## src/sv/q2e_pkg.sv

```systemverilog
// Shared types, widths and the CORDIC angle table for the quaternion to Euler block.
// No dependencies.
`timescale 1ns / 1ps

package q2e_pkg;

  localparam int Q2E_SAMPLE_WIDTH  = 16;
  localparam int Q2E_CORDIC_STAGES = 16;

  localparam int Q2E_WORK_FRAC  = 30;  // working scale: 1.0 = 2^30
  localparam int Q2E_XW         = 37;  // CORDIC vector width
  localparam int Q2E_ZW         = 34;  // CORDIC angle width
  localparam int Q2E_RW         = 62;  // square root remainder / root width
  localparam int Q2E_SQRT_CELLS = Q2E_WORK_FRAC + 1;
  localparam int Q2E_ATAN_DEPTH = 32;

  localparam logic signed [Q2E_ZW-1:0] Q2E_PI_WORK = 34'sd3373259426;
  localparam int Q2E_ANGLE_LIMIT      = 25736;
  localparam int Q2E_HALF_ANGLE_LIMIT = 12868;

  // atan(2^-i) in radians * 2^30, rounded
  localparam logic signed [Q2E_ZW-1:0] Q2E_ATAN [Q2E_ATAN_DEPTH] = '{
    34'sd843314857, 34'sd497837829, 34'sd263043837, 34'sd133525159,
    34'sd67021687,  34'sd33543516,  34'sd16775851,  34'sd8388437,
    34'sd4194283,   34'sd2097149,   34'sd1048576,   34'sd524288,
    34'sd262144,    34'sd131072,    34'sd65536,     34'sd32768,
    34'sd16384,     34'sd8192,      34'sd4096,      34'sd2048,
    34'sd1024,      34'sd512,       34'sd256,       34'sd128,
    34'sd64,        34'sd32,        34'sd16,        34'sd8,
    34'sd4,         34'sd2,         34'sd1,         34'sd0
  };

  typedef struct packed {
    logic signed [Q2E_XW-1:0] x;
    logic signed [Q2E_XW-1:0] y;
    logic signed [Q2E_ZW-1:0] z;
    logic                     zero;  // null vector, angle forced to 0
  } q2e_lane_t;

  typedef struct packed {
    logic [Q2E_RW-1:0]        n;
    logic [Q2E_RW-1:0]        res;
    q2e_lane_t                roll;
    q2e_lane_t                yaw;
    logic signed [Q2E_XW-1:0] s;
    logic                     clamped;
  } q2e_sq_t;

  typedef struct packed {
    q2e_lane_t roll;
    q2e_lane_t yaw;
    q2e_lane_t pitch;
    logic      clamped;
  } q2e_cd_t;

endpackage

```

## src/sv/q2e_sqrt_cell.sv

```systemverilog
// One digit cell of the pipelined integer square root; carries the angle lanes along.
// Depends on q2e_pkg.
`timescale 1ns / 1ps

module q2e_sqrt_cell
  import q2e_pkg::*;
#(
  parameter int K = 0  // this cell tests bit 2^(2K)
) (
  input  logic    clk,
  input  logic    rst_n,
  input  logic    adv,
  input  logic    valid_in,
  input  q2e_sq_t data_in,
  output logic    valid_out,
  output q2e_sq_t data_out
);

  localparam logic [Q2E_RW-1:0] BIT = Q2E_RW'(1) << (2 * K);

  logic    valid_r;
  q2e_sq_t data_r, data_nxt;
  logic [Q2E_RW-1:0] trial;

  always_comb begin
    trial    = data_in.res + BIT;
    data_nxt = data_in;
    if (data_in.n >= trial) begin
      data_nxt.n   = data_in.n - trial;
      data_nxt.res = (data_in.res >> 1) + BIT;
    end else begin
      data_nxt.res = data_in.res >> 1;
    end
  end

  always_ff @(posedge clk) begin
    if (!rst_n) begin
      valid_r <= 1'b0;
    end else if (adv) begin
      valid_r <= valid_in;
    end
  end

  always_ff @(posedge clk) begin
    if (adv) begin
      data_r <= data_nxt;
    end
  end

  assign valid_out = valid_r;
  assign data_out  = data_r;

endmodule

```

## config.mk

```make
export PLATFORM = sky130hd
export DESIGN_NAME = q2e_sqrt_cell
export DESIGN_NICKNAME = d
export VERILOG_FILES = /design/src/sv/q2e_pkg.sv /design/src/sv/q2e_sqrt_cell.sv
export SDC_FILE = /design/constraint.sdc
export NUM_CORES = 1
export LEC_CHECK = 0
export BUFFER_PORTS_ARGS = -buffer_cell sky130_fd_sc_hd__buf_2
export CAP_MARGIN = 20
export CORE_AREA = 4 4 293 295
export CTS_CLUSTER_DIAMETER = 50
export CTS_CLUSTER_SIZE = 16
export DETAILED_ROUTE_END_ITERATION = 6
export DIE_AREA = 0 0 297 299
export SLEW_MARGIN = 10
export SYNTH_ARGS = -nofsm -noshare
export SYNTH_HDL_FRONTEND = slang
export SYNTH_SLANG_ARGS = --single-unit
```

## constraint.sdc

```tcl
create_clock -name clk -period 9.55 [get_ports clk]
set_input_delay 0.4775 -clock clk [delete_from_list [all_inputs] [get_ports clk]]
set_output_delay 0.4775 -clock clk [all_outputs]
set_load 0.01 [all_outputs]
```

-- Word-level counts from Yosys, hierarchy flattened
Index checks and enable logic that the tools add are counted.
Widths: inputs -> output; s select.
- mux-type cells: 2
- add/sub/neg operators: 3
- $lt $le $gt $ge: 1
- operator list (kind ; number):
    $add 61x1->62 const B ; 1
    $add 62x1->62 const B ; 1
    $ge 62x62->1 ; 1
    $mux 62 ; 1
    $sub 62x62->62 ; 1
    $mux 61 ; 1
- word-level logic and storage cells: 20
- output and inout bits: 381
- register bits after elaboration: 381

-- Depth between registers and ports, before layout
- depth after elaboration: 3
- mapped depth: 24
- mapped depth without buffers: 21

-- Worst setup path after synthesis
OpenSTA, ideal clock, no wires.
- path type: in2reg
- start: input port data_in[259] (netlist name)
- end: register data_r (netlist bit data_out[349]) (data pin)
- setup time: 260 ps
- buffers on the path: 4
- data required time: 9290 ps
- setup slack: 4486 ps
- arrival time: 4804 ps
- cell stages on the path: 19
- path through: clkbuf_1 nand3_1 or3_1 clkbuf_1 nor4_1 nand3_1 nor2_1 xnor2_1 ha_1 clkbuf_1 and4_1 nand2_1 o21ai_0 a22oi_1 o21ai_0 nor2_1 o41ai_4 clkbuf_1 mux2_2
- RTL lines (item ; RTL line ; source):
    start: declaration ; q2e_sqrt_cell.sv:14 ; input q2e_sq_t data_in,
    end signal: assignment ; q2e_sqrt_cell.sv:46 ; data_r <= data_nxt;
    end: declaration ; q2e_sqrt_cell.sv:22 ; q2e_sq_t data_r, data_nxt;

==> impl_metrics.tcl <==
set metrics [dict create \
    status "completed" \
    ys_seq_area_share_pct 62.6 \
    vias 16600 \
    fin_tns_setup_ps 0 \
    dp_hpwl_um 81500 \
    drc 0 \
    route.met3.wl_um 10400 \
    grt_pass1_wl_um 135000 \
    synth_area_mm2 0.0183 \
    syn_to_final_growth_pct 50.2 \
    gp_congestion 0.948 \
    fillCellCount 8512 \
    met2_length_um 48600 \
    fin_cells 3625 \
    endpoint_kind "flip-flop" \
    crit_fanout 69 \
    dieWidth_um 297 \
    ys_ff_latch 381 \
    synthTopCellsByArea "edfxtp_1, ha_1, xnor2_1, xor2_1, a21oi_1" \
    syn_avg_cell_area_um2 12.3 \
    cts_tree "built" \
    yosysWarnings 0 \
    vias_per_cell 4.58 \
    route.top_layer_used "met5" \
    grt_pass1_vias 16700 \
    clkSlewWorstSetupHoldPaths_ps 60 \
    floorplan.die_area_mm2 0.0888 \
    slew_viol_final 0 \
    clkLatencyLatePin_ps 610 \
    required_ps 9900 \
    relSlewSlack_pct 30.8 \
    antenna_left 0 \
    async_reset_ff_share_pct 0 \
    cts_num_sinks 381 \
    clock_path_buffers 3 \
    routed_wl_um 100000 \
    ctsHtreeMaxLevel 2 \
    ys_types 64 \
    skew_ps 0 \
    grt_overflow 0 \
    antenna_found_initial 51 \
    post_cts.repair.setup_buffers 0 \
    syn_nets 1939 \
    core_mm2 0.0832 \
    grt_usage_pct 21.5 \
    finalSetupViolCount 0 \
    ys.flop_type "edfxtp_1" \
    cp-start-kind "input pin" \
    wl_per_cell_um 27.6 \
    cts_hold_buf 207 \
    num_rows 106 \
    numCtsBuffers 57 \
    critPathKind "in -> reg" \
    die_y_um 299 \
    synth_top_area_cell "edfxtp_1" \
    port_buffers 764 \
    clockRootBuffer "clkbuf_16" \
    nets 2920 \
    dp.cells 3285 \
    hold_path_class "in -> reg" \
    p_leak_uw 0.0111 \
    wl_met1_um 36900 \
    max_freq_mhz 151 \
    ir_drop_uv 131 \
    layout_min_cycle_time_ps 6640 \
    rsz0062_at_grt "no" \
    worstMarginPinSlew_ps 1040 \
    grt_start_max_net_pins 145 \
    period_share_pct 69.6 \
    dr.pass1.iters 5 \
    initial_utilization_pct 22.0 \
    max_cap_viol_count 0 \
    drive_gt1_share_pct 35.3 \
    pin_count 765 \
    synth_top_area_share_pct 62.5 \
    synth_cells 1490 \
    synth_edf_count 380 \
    finalHoldViolations 0 \
    first_iter_violations 1456 \
    p_per_area_mw_per_mm2 191 \
    critPathArrivalTime_ps 7000 \
    cts_resized 0 \
]
metal layers:
layer | track usage [%] | vias up
li1 | - | 7577
met1 | 23.9 | 8048
met3 | 8.78 | 171
met2 | 37.1 | 784
met5 | 0 | -
met4 | 7.78 | 18
final cells by class:
cell class / count / area (µm²) / share of cell area (%)
antenna: 25 / 62.6 / 0.228
clock buffer: 61 / 1460 / 5.33
clock inverter: 47 / 576 / 2.10
inverter: 21 / 78.8 / 0.287
multi-input combinational: 1028 / 6470 / 23.6
sequential: 381 / 11400 / 41.7
tap: 1080 / 1350 / 4.93
timing repair buffer: 982 / 6000 / 21.9
sequential cells by signal (all words and copies together), names as in the netlist:
register / count
valid_out: 1
data_out: 380
cells in the mapped netlist (25+ instances only):
master      n
edfxtp_1  380
nor2_1    138
a21oi_1   132
nand2_1   132
xnor2_1    91
xor2_1     85
ha_1       64
o21ai_0    57
nand3_1    54
nand4_1    54
clkbuf_1   44
nor3_1     36
a21o_1     26
and3_1     25
metrics by stage:
stage          power [µW]  worst slack, ps  hold WS, ps  util [%]  instance area [µm²]
2_1_floorplan        2490             4490          538         -                18300
3_3_place_gp         2980             2320          497      28.0                23300
3_5_place_dp         2980             2330          503      28.0                23300
4_1_cts              5320             2950        0.326      32.9                27400
5_1_grt              5450             2660         4.52      32.9                27400
6_report             5240             2910         48.9      33.0                27400
cell families (layout without fill, tap and decap cells):
| group | count (synthesis) | after routing | synth area share, % |
|---|---|---|---|
| xor+xnor | 176 | 176 | 8.44 |
| compound gates | 278 | 278 | 9.13 |
| simple gates | 507 | 507 | 13.2 |
| other cells | 0 | 25 | 0 |
| fa+ha+maj | 65 | 65 | 4.49 |
| flops | 381 | 381 | 62.6 |
| mux | 2 | 2 | 0.116 |
| buf+inv | 81 | 1111 | 2.02 |
critical path, cell delays in order:
cell      delay [ps]
buf_2            150
ha_1             650
nand2_1          490
nor2_1           620
and4_1           400
nand2_1          100
xor2_1           180
ha_1             480
nand4_1          210
nor2_1           150
inv_1             60
a311oi_1         560
nor2_1           220
o21ai_0          240
nor2_1           170
o41ai_4          650
buf_4            660
mux2_2           410
final timing paths:
check / depth (start not counted) / end / from / slack, ps
hold reg to reg: 2 / valid_out / valid_out / 520
setup reg to reg: 2 / valid_out / valid_out / 8960
setup / recovery: 18 / data_out[349] / data_in[258] / 2910
hold / removal: 1 / data_out[82] / data_in[82] / 50
cell usage in the layout, fill, tap and decap left out, types with 10 or more instances in the layout:
cell and instances:
inv_6 12, nor2b_1 10, nor2_1 138, ha_1 64, inv_1 21, xnor2_1 91, a21oi_1 132, and3_1 25
nor3_1 36, nand3_1 54, nand2_1 132, dlygate4sd3_1 207, buf_2 763, o21bai_1 12, xor2_1 85, edfxtp_1 380
nor4_1 16, clkbuf_16 57, a21o_1 26, o21ai_0 57, diode_2 25, nand4_1 54
power breakdown:
| part | switching [µW] | internal, µW |
|---|---|---|
| Sequential | 48.3 | 2020 |
| Combinational | 592 | 358 |
| Clock | 943 | 1280 |
| Total | 1580 | 3650 |
Power figures use the tool's default switching activity.
