[src/sv/q2e_pkg.sv]
// Shared types, widths and the CORDIC angle table for the quaternion to Euler block.
// No dependencies.
`timescale 1ns / 1ps

package q2e_pkg;

  localparam int Q2E_SAMPLE_WIDTH  = 16;
  localparam int Q2E_CORDIC_STAGES = 16;

  localparam int Q2E_WORK_FRAC  = 30;  // working scale: 1.0 = 2^30
  localparam int Q2E_XW         = 37;  // CORDIC vector width
  localparam int Q2E_ZW         = 34;  // CORDIC angle width
  localparam int Q2E_RW         = 62;  // square root remainder / root width
  localparam int Q2E_SQRT_CELLS = Q2E_WORK_FRAC + 1;
  localparam int Q2E_ATAN_DEPTH = 32;

  localparam logic signed [Q2E_ZW-1:0] Q2E_PI_WORK = 34'sd3373259426;
  localparam int Q2E_ANGLE_LIMIT      = 25736;
  localparam int Q2E_HALF_ANGLE_LIMIT = 12868;

  // atan(2^-i) in radians * 2^30, rounded
  localparam logic signed [Q2E_ZW-1:0] Q2E_ATAN [Q2E_ATAN_DEPTH] = '{
    34'sd843314857, 34'sd497837829, 34'sd263043837, 34'sd133525159,
    34'sd67021687,  34'sd33543516,  34'sd16775851,  34'sd8388437,
    34'sd4194283,   34'sd2097149,   34'sd1048576,   34'sd524288,
    34'sd262144,    34'sd131072,    34'sd65536,     34'sd32768,
    34'sd16384,     34'sd8192,      34'sd4096,      34'sd2048,
    34'sd1024,      34'sd512,       34'sd256,       34'sd128,
    34'sd64,        34'sd32,        34'sd16,        34'sd8,
    34'sd4,         34'sd2,         34'sd1,         34'sd0
  };

  typedef struct packed {
    logic signed [Q2E_XW-1:0] x;
    logic signed [Q2E_XW-1:0] y;
    logic signed [Q2E_ZW-1:0] z;
    logic                     zero;  // null vector, angle forced to 0
  } q2e_lane_t;

  typedef struct packed {
    logic [Q2E_RW-1:0]        n;
    logic [Q2E_RW-1:0]        res;
    q2e_lane_t                roll;
    q2e_lane_t                yaw;
    logic signed [Q2E_XW-1:0] s;
    logic                     clamped;
  } q2e_sq_t;

  typedef struct packed {
    q2e_lane_t roll;
    q2e_lane_t yaw;
    q2e_lane_t pitch;
    logic      clamped;
  } q2e_cd_t;

endpackage

[src/sv/q2e_cordic_cell.sv]
// One vectoring CORDIC iteration for the roll, yaw and pitch lanes.
// Depends on q2e_pkg.
`timescale 1ns / 1ps

module q2e_cordic_cell
  import q2e_pkg::*;
#(
  parameter int I = 0  // iteration index, shift by I
) (
  input  logic    clk,
  input  logic    rst_n,
  input  logic    adv,
  input  logic    valid_in,
  input  q2e_cd_t data_in,
  output logic    valid_out,
  output q2e_cd_t data_out
);

  localparam logic signed [Q2E_ZW-1:0] ANG = Q2E_ATAN[I];

  function automatic q2e_lane_t rot(input q2e_lane_t l);
    q2e_lane_t o;
    o = l;
    if (!l.y[Q2E_XW-1]) begin
      o.x = l.x + (l.y >>> I);
      o.y = l.y - (l.x >>> I);
      o.z = l.z + ANG;
    end else begin
      o.x = l.x - (l.y >>> I);
      o.y = l.y + (l.x >>> I);
      o.z = l.z - ANG;
    end
    return o;
  endfunction

  logic    valid_r;
  q2e_cd_t data_r, data_nxt;

  always_comb begin
    data_nxt       = data_in;
    data_nxt.roll  = rot(data_in.roll);
    data_nxt.yaw   = rot(data_in.yaw);
    data_nxt.pitch = rot(data_in.pitch);
  end

  always_ff @(posedge clk) begin
    if (!rst_n) begin
      valid_r <= 1'b0;
    end else if (adv) begin
      valid_r <= valid_in;
    end
  end

  always_ff @(posedge clk) begin
    if (adv) begin
      data_r <= data_nxt;
    end
  end

  assign valid_out = valid_r;
  assign data_out  = data_r;

endmodule

[config.mk]
export PLATFORM = sky130hd
export DESIGN_NAME = q2e_cordic_cell
export DESIGN_NICKNAME = d
export VERILOG_FILES = /design/src/sv/q2e_pkg.sv /design/src/sv/q2e_cordic_cell.sv
export SDC_FILE = /design/constraint.sdc
export NUM_CORES = 1
export LEC_CHECK = 0
export ABC_CLOCK_PERIOD_IN_PS = 9700
export BUFFER_PORTS_ARGS = -buffer_cell sky130_fd_sc_hd__buf_2
export CAP_MARGIN = 20
export CORE_AREA = 2 2 254 256
export DETAILED_ROUTE_END_ITERATION = 8
export DIE_AREA = 0 0 256 258
export PLACE_DENSITY = 0.86
export SLEW_MARGIN = 5
export SYNTH_ARGS = -nofsm -noshare
export SYNTH_HDL_FRONTEND = slang
export SYNTH_SLANG_ARGS = --single-unit
export TNS_END_PERCENT = 10
[constraint.sdc]
create_clock -name clk -period 9.7 [get_ports clk]
set_input_delay 0.97 -clock clk [delete_from_list [all_inputs] [get_ports clk]]
set_output_delay 0.97 -clock clk [all_outputs]
set_load 0.005 [all_outputs]
# Word level (Yosys, flattened, before mapping)
# Index checks and enable logic that the tools add are counted.
[word_totals]
out_inout_bits = 329
word_cells = 32
ff_bits = 329
input_bits = 332
[classes]
n_addsub = 15
mux = 3
[ops]
columns = ["cell", "n"]
rows = [
  ["$mux 108", 3],
  ["$sub 37x37->37", 6],
  ["$add 37x37->37", 3],
  ["$add 34x31->34 const B", 3],
  ["$sub 34x31->34 const B", 3],
]

# Longest topological paths before layout
# Gate-level depths: netlist of run 1.
[depth]
word_depth = 2
mapped_depth = 15
mapped_depth_nobuf = 13

# Least setup slack after synthesis of run 1
# No wires, ideal clock.
[synth_timing]
path_kind = "input to register"
start = "in data_in[290] (netlist bit)"
end = "reg data_r (netlist bit data_out[253]) (data pin)"
cell_stages = 15
t_arrival_ns = 4.507
n_path_buf = 3
slack_ns = 4.931
required_time_ns = 9.438
setup_ns = 0.262
cell_sequence = "clkbuf_1 inv_1 clkbuf_1 clkbuf_1 ha_1 o21ai_0 a21oi_1 a221o_1 o311a_4 o31ai_4 o21ai_2 a221oi_4 o21ai_2 a221oi_2 xnor2_1"
[synth_lines]
columns = ["element", "line_no", "text"]
rows = [
  ["from (decl)", "q2e_cordic_cell.sv:14", "input q2e_cd_t data_in,"],
  ["to (signal assigned)", "q2e_cordic_cell.sv:56", "data_r <= data_nxt;"],
  ["to (decl)", "q2e_cordic_cell.sv:37", "q2e_cd_t data_r, data_nxt;"],
]

==> results of run 1 <==
## where the power goes
part | switching, mW | total [mW] | internal, mW
Clock | 0.621 | 1.52 | 0.903
Combinational | 1.29 | 2.13 | 0.833
Sequential | 0.0925 | 1.97 | 1.88
Total | 2.01 | 5.62 | 3.62
## layout make-up
class	instances	area, µm²	area share (%)
multi-input cells	3024	21850	56.34
flip-flops and latches	326	9779	25.21
repair buffers	671	3398	8.761
inverters	350	1315	3.390
well taps	855	1070	2.758
clock buffers	46	1045	2.693
clock inverters	22	245.2	0.6322
diodes	34	85.08	0.2193
## cell families after synthesis
kind of cell | count (synthesis) | synth area share [%]
and+or+nand+nor | 887 | 12.84
DFF | 326 | 29.16
adders and majority gates | 456 | 17.28
xor gates and xnor gates | 302 | 7.886
buffers and inverters | 502 | 5.693
muxes | 82 | 2.447
AOI/OAI and AO/OA | 1297 | 24.70
## Yosys cell counts, types with 9 or more instances
library cell,instances
sky130_fd_sc_hd__nor2_1,301
sky130_fd_sc_hd__o21ai_0,248
sky130_fd_sc_hd__xnor2_1,236
sky130_fd_sc_hd__and4_1,10
sky130_fd_sc_hd__fa_1,12
sky130_fd_sc_hd__nand2_1,173
sky130_fd_sc_hd__and2_1,13
sky130_fd_sc_hd__inv_1,344
sky130_fd_sc_hd__buf_1,27
sky130_fd_sc_hd__a31oi_1,35
sky130_fd_sc_hd__mux2i_1,82
sky130_fd_sc_hd__ha_1,444
sky130_fd_sc_hd__edfxtp_1,325
sky130_fd_sc_hd__o41ai_1,13
sky130_fd_sc_hd__a211oi_1,36
sky130_fd_sc_hd__o31ai_1,24
sky130_fd_sc_hd__or4_1,9
sky130_fd_sc_hd__clkbuf_1,113
sky130_fd_sc_hd__nor2b_1,62
sky130_fd_sc_hd__o21a_1,47
sky130_fd_sc_hd__a211o_1,10
sky130_fd_sc_hd__or2_2,21
sky130_fd_sc_hd__a21oi_1,454
sky130_fd_sc_hd__a21boi_0,15
sky130_fd_sc_hd__o22ai_1,10
sky130_fd_sc_hd__o21bai_1,88
sky130_fd_sc_hd__nand2b_1,50
sky130_fd_sc_hd__nor3_1,67
sky130_fd_sc_hd__or3_1,20
sky130_fd_sc_hd__a21o_1,145
sky130_fd_sc_hd__nand3_1,46
sky130_fd_sc_hd__xor2_1,66
sky130_fd_sc_hd__o211ai_1,31
sky130_fd_sc_hd__a221oi_1,11
sky130_fd_sc_hd__nor4_1,17
sky130_fd_sc_hd__and3_1,23
sky130_fd_sc_hd__nand4_1,48
sky130_fd_sc_hd__nand3b_1,10
## worst max-delay path, stage by stage
cell and delay, ps:
sky130_fd_sc_hd__buf_2 80, sky130_fd_sc_hd__buf_4 760, sky130_fd_sc_hd__inv_2 100, sky130_fd_sc_hd__buf_4 440
sky130_fd_sc_hd__ha_1 390, sky130_fd_sc_hd__a2111oi_0 320, sky130_fd_sc_hd__o21ai_0 260, sky130_fd_sc_hd__a41oi_1 320
sky130_fd_sc_hd__a31oi_1 190, sky130_fd_sc_hd__a221oi_1 610, sky130_fd_sc_hd__a211oi_1 250, sky130_fd_sc_hd__a21oi_1 280
sky130_fd_sc_hd__o21ai_0 130, sky130_fd_sc_hd__xor2_1 160
## state kept, by name, indices dropped and copies added, names as in the netlist
register / flops
data_out: 325
valid_out: 1
## layer usage
| layer | vias to the layer above | track usage [%] | wire [µm] | part of all wire (%) |
|---|---|---|---|---|
| li1 | 15088 | - | - | - |
| met4 | 8 | 15.94 | 6460 | 5.5 |
| met5 | - | 0 | 52 | 0.044 |
| met2 | 1868 | 54.69 | 53330 | 45 |
| met3 | 348 | 6.017 | 10810 | 9.2 |
| met1 | 15430 | 43.85 | 47150 | 40 |
## worst min-delay path by stage
stage                                 startpoint                      to  slack, ps  cells past startpoint
after floorplan           valid_out$_SDFFE_PN0P_  valid_out$_SDFFE_PN0P_        510                      2
after global placement    valid_out$_SDFFE_PN0P_  valid_out$_SDFFE_PN0P_        500                      2
after detailed placement  valid_out$_SDFFE_PN0P_  valid_out$_SDFFE_PN0P_        530                      2
after CTS                 valid_out$_SDFFE_PN0P_  valid_out$_SDFFE_PN0P_        550                      2
after global routing      valid_out$_SDFFE_PN0P_  valid_out$_SDFFE_PN0P_        580                      2
final                     valid_out$_SDFFE_PN0P_  valid_out$_SDFFE_PN0P_        550                      2
==> results.yml, run 1 <==
final_layout:
  layout-drive-gt1-share_pct: 17.73
  area_growth_syn_to_layout_pct: 15.65
  final_net_count: 5200
  finalNonFillerCells: 5328
  most-common-layout-cells: "658 x sky130_fd_sc_hd__buf_2, 454 x sky130_fd_sc_hd__a21oi_1, 444 x sky130_fd_sc_hd__ha_1"
  end_of_flow_core_utilization_pct: 60.94
  post_route_cell_area_mm2: 0.03879
  layout_commonest_cell: "sky130_fd_sc_hd__buf_2"
  num-fill-cells: 5497
place:
  place.port_buffers: 660
  placed_area_mm2: 0.03741
  worst_case_setup_slack_after_placement_ps: 4349
  hpwlAfterDp_mm: 92.83
  placed_cells: 5226
  finalWeightedCongestion: 0.9919
global_route:
  global_route.usage.total_pct: 33.75
  antenna_found_initial: 42
  congestion_overflow_gr: 0
  grt_pass1_vias: 30372
  grt_start_max_net_pins: 126
  grt_first_pass_wirelength_mm: 175.9
critical_path:
  regToRegSetupSlack_ps: 9090
  rr_startpoint: "valid_out$_SDFFE_PN0P_"
  worst_r2r_endpoint: "valid_out$_SDFFE_PN0P_"
  worst_setup_path_startpoint: "data_in[72]"
  critPathLaunchType: "input port"
  crit_path_category: "input port to register"
  timing.critical_path.to_type: "register"
  worst_r2r_path_depth: 2
  worstPathRequired_ps: 10000
  critPathCapture: "data_out[34]$_DFFE_PP_"
  worstPathArrival_ps: 5300
  maximum_fanout_along_the_worst_path: 90
clocking:
  ctsHtreeMaxLevel: 2
  cts.repair_timing.setup_buffer_count: 0
  tritoncts: "done"
  clock_tree.root_cell: "sky130_fd_sc_hd__clkbuf_16"
  path_clk_slew_ps: 50
  worst_skew_pair.late_latency_ps: 550
  cts_repair_resize_count: 0
  cts.sinks: 326
  post_cts_hold_buffer_count: 0
  number_of_cts_inserted_buffers: 39
  ctsLongestPathBuffers: 3
synth:
  post-synth-top-area-fraction_pct: 29.10
  cell_area_after_synthesis_mm2: 0.03354
  syn-instance-count: 3852
  yosys_register_bits: 326
  count_of_flip_flops_with_a_built_in_enable_after_synthesis: 325
  ys_warn_count: 0
  ys_async_sr_fraction_pct: 0
  synthesis.nets: 4640
  synthTopCellsByArea: "sky130_fd_sc_hd__edfxtp_1 29%, sky130_fd_sc_hd__ha_1 17%, sky130_fd_sc_hd__a21oi_1 6.8%"
  synth_flop_cell: "sky130_fd_sc_hd__edfxtp_1"
  post_synth_num_cell_types: 90
  synth_area_leader_cell: "sky130_fd_sc_hd__edfxtp_1"
  seq_area_frac_synth_pct: 29.16
  syn_avg_cell_area_um2: 8.707
hold_path:
  holdCritPathClass: "register to register"
flow_run:
  maxCapViolations: 0
power:
  p_leak_nw: 17.84
  finalPower_mw: 5.624
  peak_vdd_ir_v: 0.0001306
  p_per_area_mw_per_mm2: 145.0
floorplan:
  start_util_pct: 52.70
  core_area_mm2: 0.06365
  die_height_um: 258
  die_w_um: 256
  io_pins: 661
  rows: 93
  floorplan.die_area_mm2: 0.06605
route:
  drc: 0
  ant_nets: 0
  postRouteWirelength_mm: 117.8
  routed-via-count: 32742
  first_iter_violations: 3587
  via_per_inst: 6.145
  wl_per_cell_um: 22.11
  detail_route.first_pass.iterations: 6
timing:
  timing.max_slew.rel_slack_pct: 27.63
  fmaxAchievable_ghz: 0.2002
  setup_viol: 0
  final.setup.worst_slack_ps: 4705
  final.min_clock_period_ps: 4995
  timing_hold_violations_final: 0
  grt_setup_unrepaired: "false"
  fin_setup_tns_ps: 0
  hold-worst-slack_ps: 548.1
  slew_violations: 0
  timing.final.crit_share_pct: 51.50
  clock_skew_ps: 0
  timing_worst_slew_pin_value_ps: 1086
outcome:
  outcome: "complete, no violations"
(Power assumes the default switching activity.)
==> run 2, diff against run 1 <==
--- a/config.mk
+++ b/config.mk
@@ -5,13 +5,13 @@
 export SDC_FILE = /design/constraint.sdc
 export NUM_CORES = 1
 export LEC_CHECK = 0
-export ABC_CLOCK_PERIOD_IN_PS = 9700
+export ABC_CLOCK_PERIOD_IN_PS = 5200
 export BUFFER_PORTS_ARGS = -buffer_cell sky130_fd_sc_hd__buf_2
 export CAP_MARGIN = 20
-export CORE_AREA = 2 2 254 256
+export CORE_AREA = 2 2 259 261
 export DETAILED_ROUTE_END_ITERATION = 8
-export DIE_AREA = 0 0 256 258
-export PLACE_DENSITY = 0.86
+export DIE_AREA = 0 0 261 263
+export PLACE_DENSITY = 0.84
 export SLEW_MARGIN = 5
 export SYNTH_ARGS = -nofsm -noshare
 export SYNTH_HDL_FRONTEND = slang
==> constraint.sdc (replaced) <==
create_clock -name clk -period 5.2 [get_ports clk]
set_input_delay 0.52 -clock clk [delete_from_list [all_inputs] [get_ports clk]]
set_output_delay 0.52 -clock clk [all_outputs]
set_load 0.005 [all_outputs]
==> run 2 against run 1 <==
Combinational power is 86% higher. Wire length is 1.0% higher. Worst setup slack worse by 3400 ps. Clock-buffer cell count is 4 higher. Die area is 3.9% higher. Utilization is 1.8 points lower. Worst hold slack worse by 420 ps. Highest routed layer unchanged.
==> results.yml, run 2 (synthesis results as in run 1) <==
outcome:
  outcome: "complete, no violations"
place:
  finalWeightedCongestion: 1.013
  placed_cells: 5239
  place.port_buffers: 660
  hpwlAfterDp_mm: 94.50
critical_path:
  critPathBufInv: 2
  regToRegSetupSlack_ps: 4600
  timing.critical_path.to_type: "register"
  critPathLaunchType: "input port"
  critical-path-top-delay-family: "compound AO/OA/AOI/OAI gates"
  worstPathArrival_ps: 4250
  cp_common_cell: "sky130_fd_sc_hd__a21oi_1"
  critPathSlowestCell: "sky130_fd_sc_hd__a2111oi_1"
  worstPathRequired_ps: 5520
  critical_path.cell_chain: "buf_2 > inv_1 > ha_1 > nor2b_1 > o311ai_1 > a21oi_1 > a21oi_1 > a2111oi_1 > nor2_1 > or4_1 > nand3b_1 > a21oi_1 > xnor2_1"
  maximum_fanout_along_the_worst_path: 5
  crit_path_category: "input port to register"
  critical_path.max_stage_delay_ps: 950
clocking:
  cts.repair_timing.setup_buffer_count: 0
  clock_tree.root_cell: "sky130_fd_sc_hd__clkbuf_16"
  cts.sinks: 326
  worst_skew_pair.late_latency_ps: 570
  path_clk_slew_ps: 50
  ctsLongestPathBuffers: 3
  number_of_cts_inserted_buffers: 41
  post_cts_hold_buffer_count: 0
  cts_repair_resize_count: 0
  tritoncts: "done"
  ctsHtreeMaxLevel: 2
power:
  total_switching_power_mw: 3.819
  peak_vdd_ir_v: 0.0002737
  p_sw_share_pct: 36.57
  p_leak_nw: 17.85
  power.share.sequential_pct: 35.4
  pwr-share-clk_pct: 26.6
  power.share.combinational_pct: 38.0
  cellInternalPower_mw: 6.623
  p_per_area_mw_per_mm2: 269.0
timing:
  timing.final.crit_share_pct: 75.65
  hold-worst-slack_ps: 123.3
  clock_skew_ps: 0
  slew_violations: 0
  timing_hold_violations_final: 0
  fin_setup_tns_ps: 0
  grt_setup_unrepaired: "false"
  timing.max_slew.rel_slack_pct: 34.97
  timing_worst_slew_pin_value_ps: 972.9
  final.min_clock_period_ps: 3934
  setup_viol: 0
  fmaxAchievable_ghz: 0.2542
final_layout:
  num-fill-cells: 5826
  layout-drive-gt1-share_pct: 17.89
  final_net_count: 5206
  largest_register_ffs: 325
  most-common-layout-cells: "658 x sky130_fd_sc_hd__buf_2, 454 x sky130_fd_sc_hd__a21oi_1, 444 x sky130_fd_sc_hd__ha_1"
  layout_commonest_cell: "sky130_fd_sc_hd__buf_2"
  area_growth_syn_to_layout_pct: 15.72
  finalNonFillerCells: 5343
  end_of_flow_core_utilization_pct: 59.14
route:
  first_iter_violations: 3725
  routed-via-count: 32372
  via_per_inst: 6.059
  detail_route.first_pass.iterations: 7
  drc: 0
  postRouteWirelength_mm: 119.0
  ant_nets: 0
  wl_per_cell_um: 22.27
floorplan:
  start_util_pct: 51.11
  rows: 94
  die_w_um: 261
  floorplan.die_area_mm2: 0.06864
  die_height_um: 263
  core_area_mm2: 0.06563
  io_pins: 661
global_route:
  antenna_found_initial: 34
  global_route.usage.total_pct: 33.03
  grt_start_max_net_pins: 110
  grt_first_pass_wirelength_mm: 177.9
  congestion_overflow_gr: 0
  grt_pass1_vias: 30268
flow_run:
  maxCapViolations: 0
hold_path:
  holdCritPathClass: "input port to register"
[run 2: changes by cell type in the layout (fill, tap and decap cells not counted), moves of 2 or more]
cell,previous run,this run
sky130_fd_sc_hd__bufinv_16,5,2
sky130_fd_sc_hd__clkbuf_1,5,9
sky130_fd_sc_hd__diode_2,34,30
sky130_fd_sc_hd__clkinv_1,13,10
sky130_fd_sc_hd__clkinv_2,3,7
sky130_fd_sc_hd__buf_4,12,14
sky130_fd_sc_hd__clkinv_4,1,5
sky130_fd_sc_hd__buf_12,0,2
[run 2: worst paths after layout]
path | startpoint | to | cells past startpoint
max | data_in[146] | data_out[172]$_DFFE_PP_ | 13
min | data_in[219] | data_out[219]$_DFFE_PP_ | 1
max reg2reg | valid_out$_SDFFE_PN0P_ | valid_out$_SDFFE_PN0P_ | 2
min reg2reg | valid_out$_SDFFE_PN0P_ | valid_out$_SDFFE_PN0P_ | 2
[run 2: area by class of cell]
class	count	area (µm²)	share of cell area (%)
multi-input cells	3024	21850	56.30
flip-flops and latches	326	9779	25.20
well taps	864	1081	2.785
repair buffers	675	3453	8.897
inverters	350	1315	3.388
clock inverters	24	197.7	0.5093
clock buffers	50	1060	2.730
diodes	30	75.07	0.1934
[run 2: stage by stage]
step | instance area, µm² | setup WS, ps | power, mW
after floorplan | 33540 | 881.4 | 6.039
final | 38810 | 1266 | 10.44
after global placement | 37480 | 1007 | 7.547
after global routing | 38810 | 1046 | 10.93
after CTS | 38740 | 1503 | 10.40
after detailed placement | 37480 | 885.1 | 7.583
[run 2: worst register-to-register path: stages, from the launching register on]
cell,delay [ps]
sky130_fd_sc_hd__dfxtp_1,320
sky130_fd_sc_hd__mux2i_1,120
sky130_fd_sc_hd__nor2b_1,60
[run 2: layer usage]
layer	GRT usage [%]	wire, µm	up-vias
li1	-	-	15044
met1	43.85	48270	15152
met2	51.52	53070	1847
met3	5.690	10930	321
met4	16.86	6684	8
met5	0	46	-
[run 2: power groups by stage]
stage	Combinational [mW]	Sequential (mW)	Clock, mW
after floorplan	2.31	3.72	0
after global placement	3.81	3.73	0
after detailed placement	3.85	3.73	0
after CTS	3.88	3.69	2.83
after global routing	4.29	3.72	2.92
final	3.97	3.69	2.78
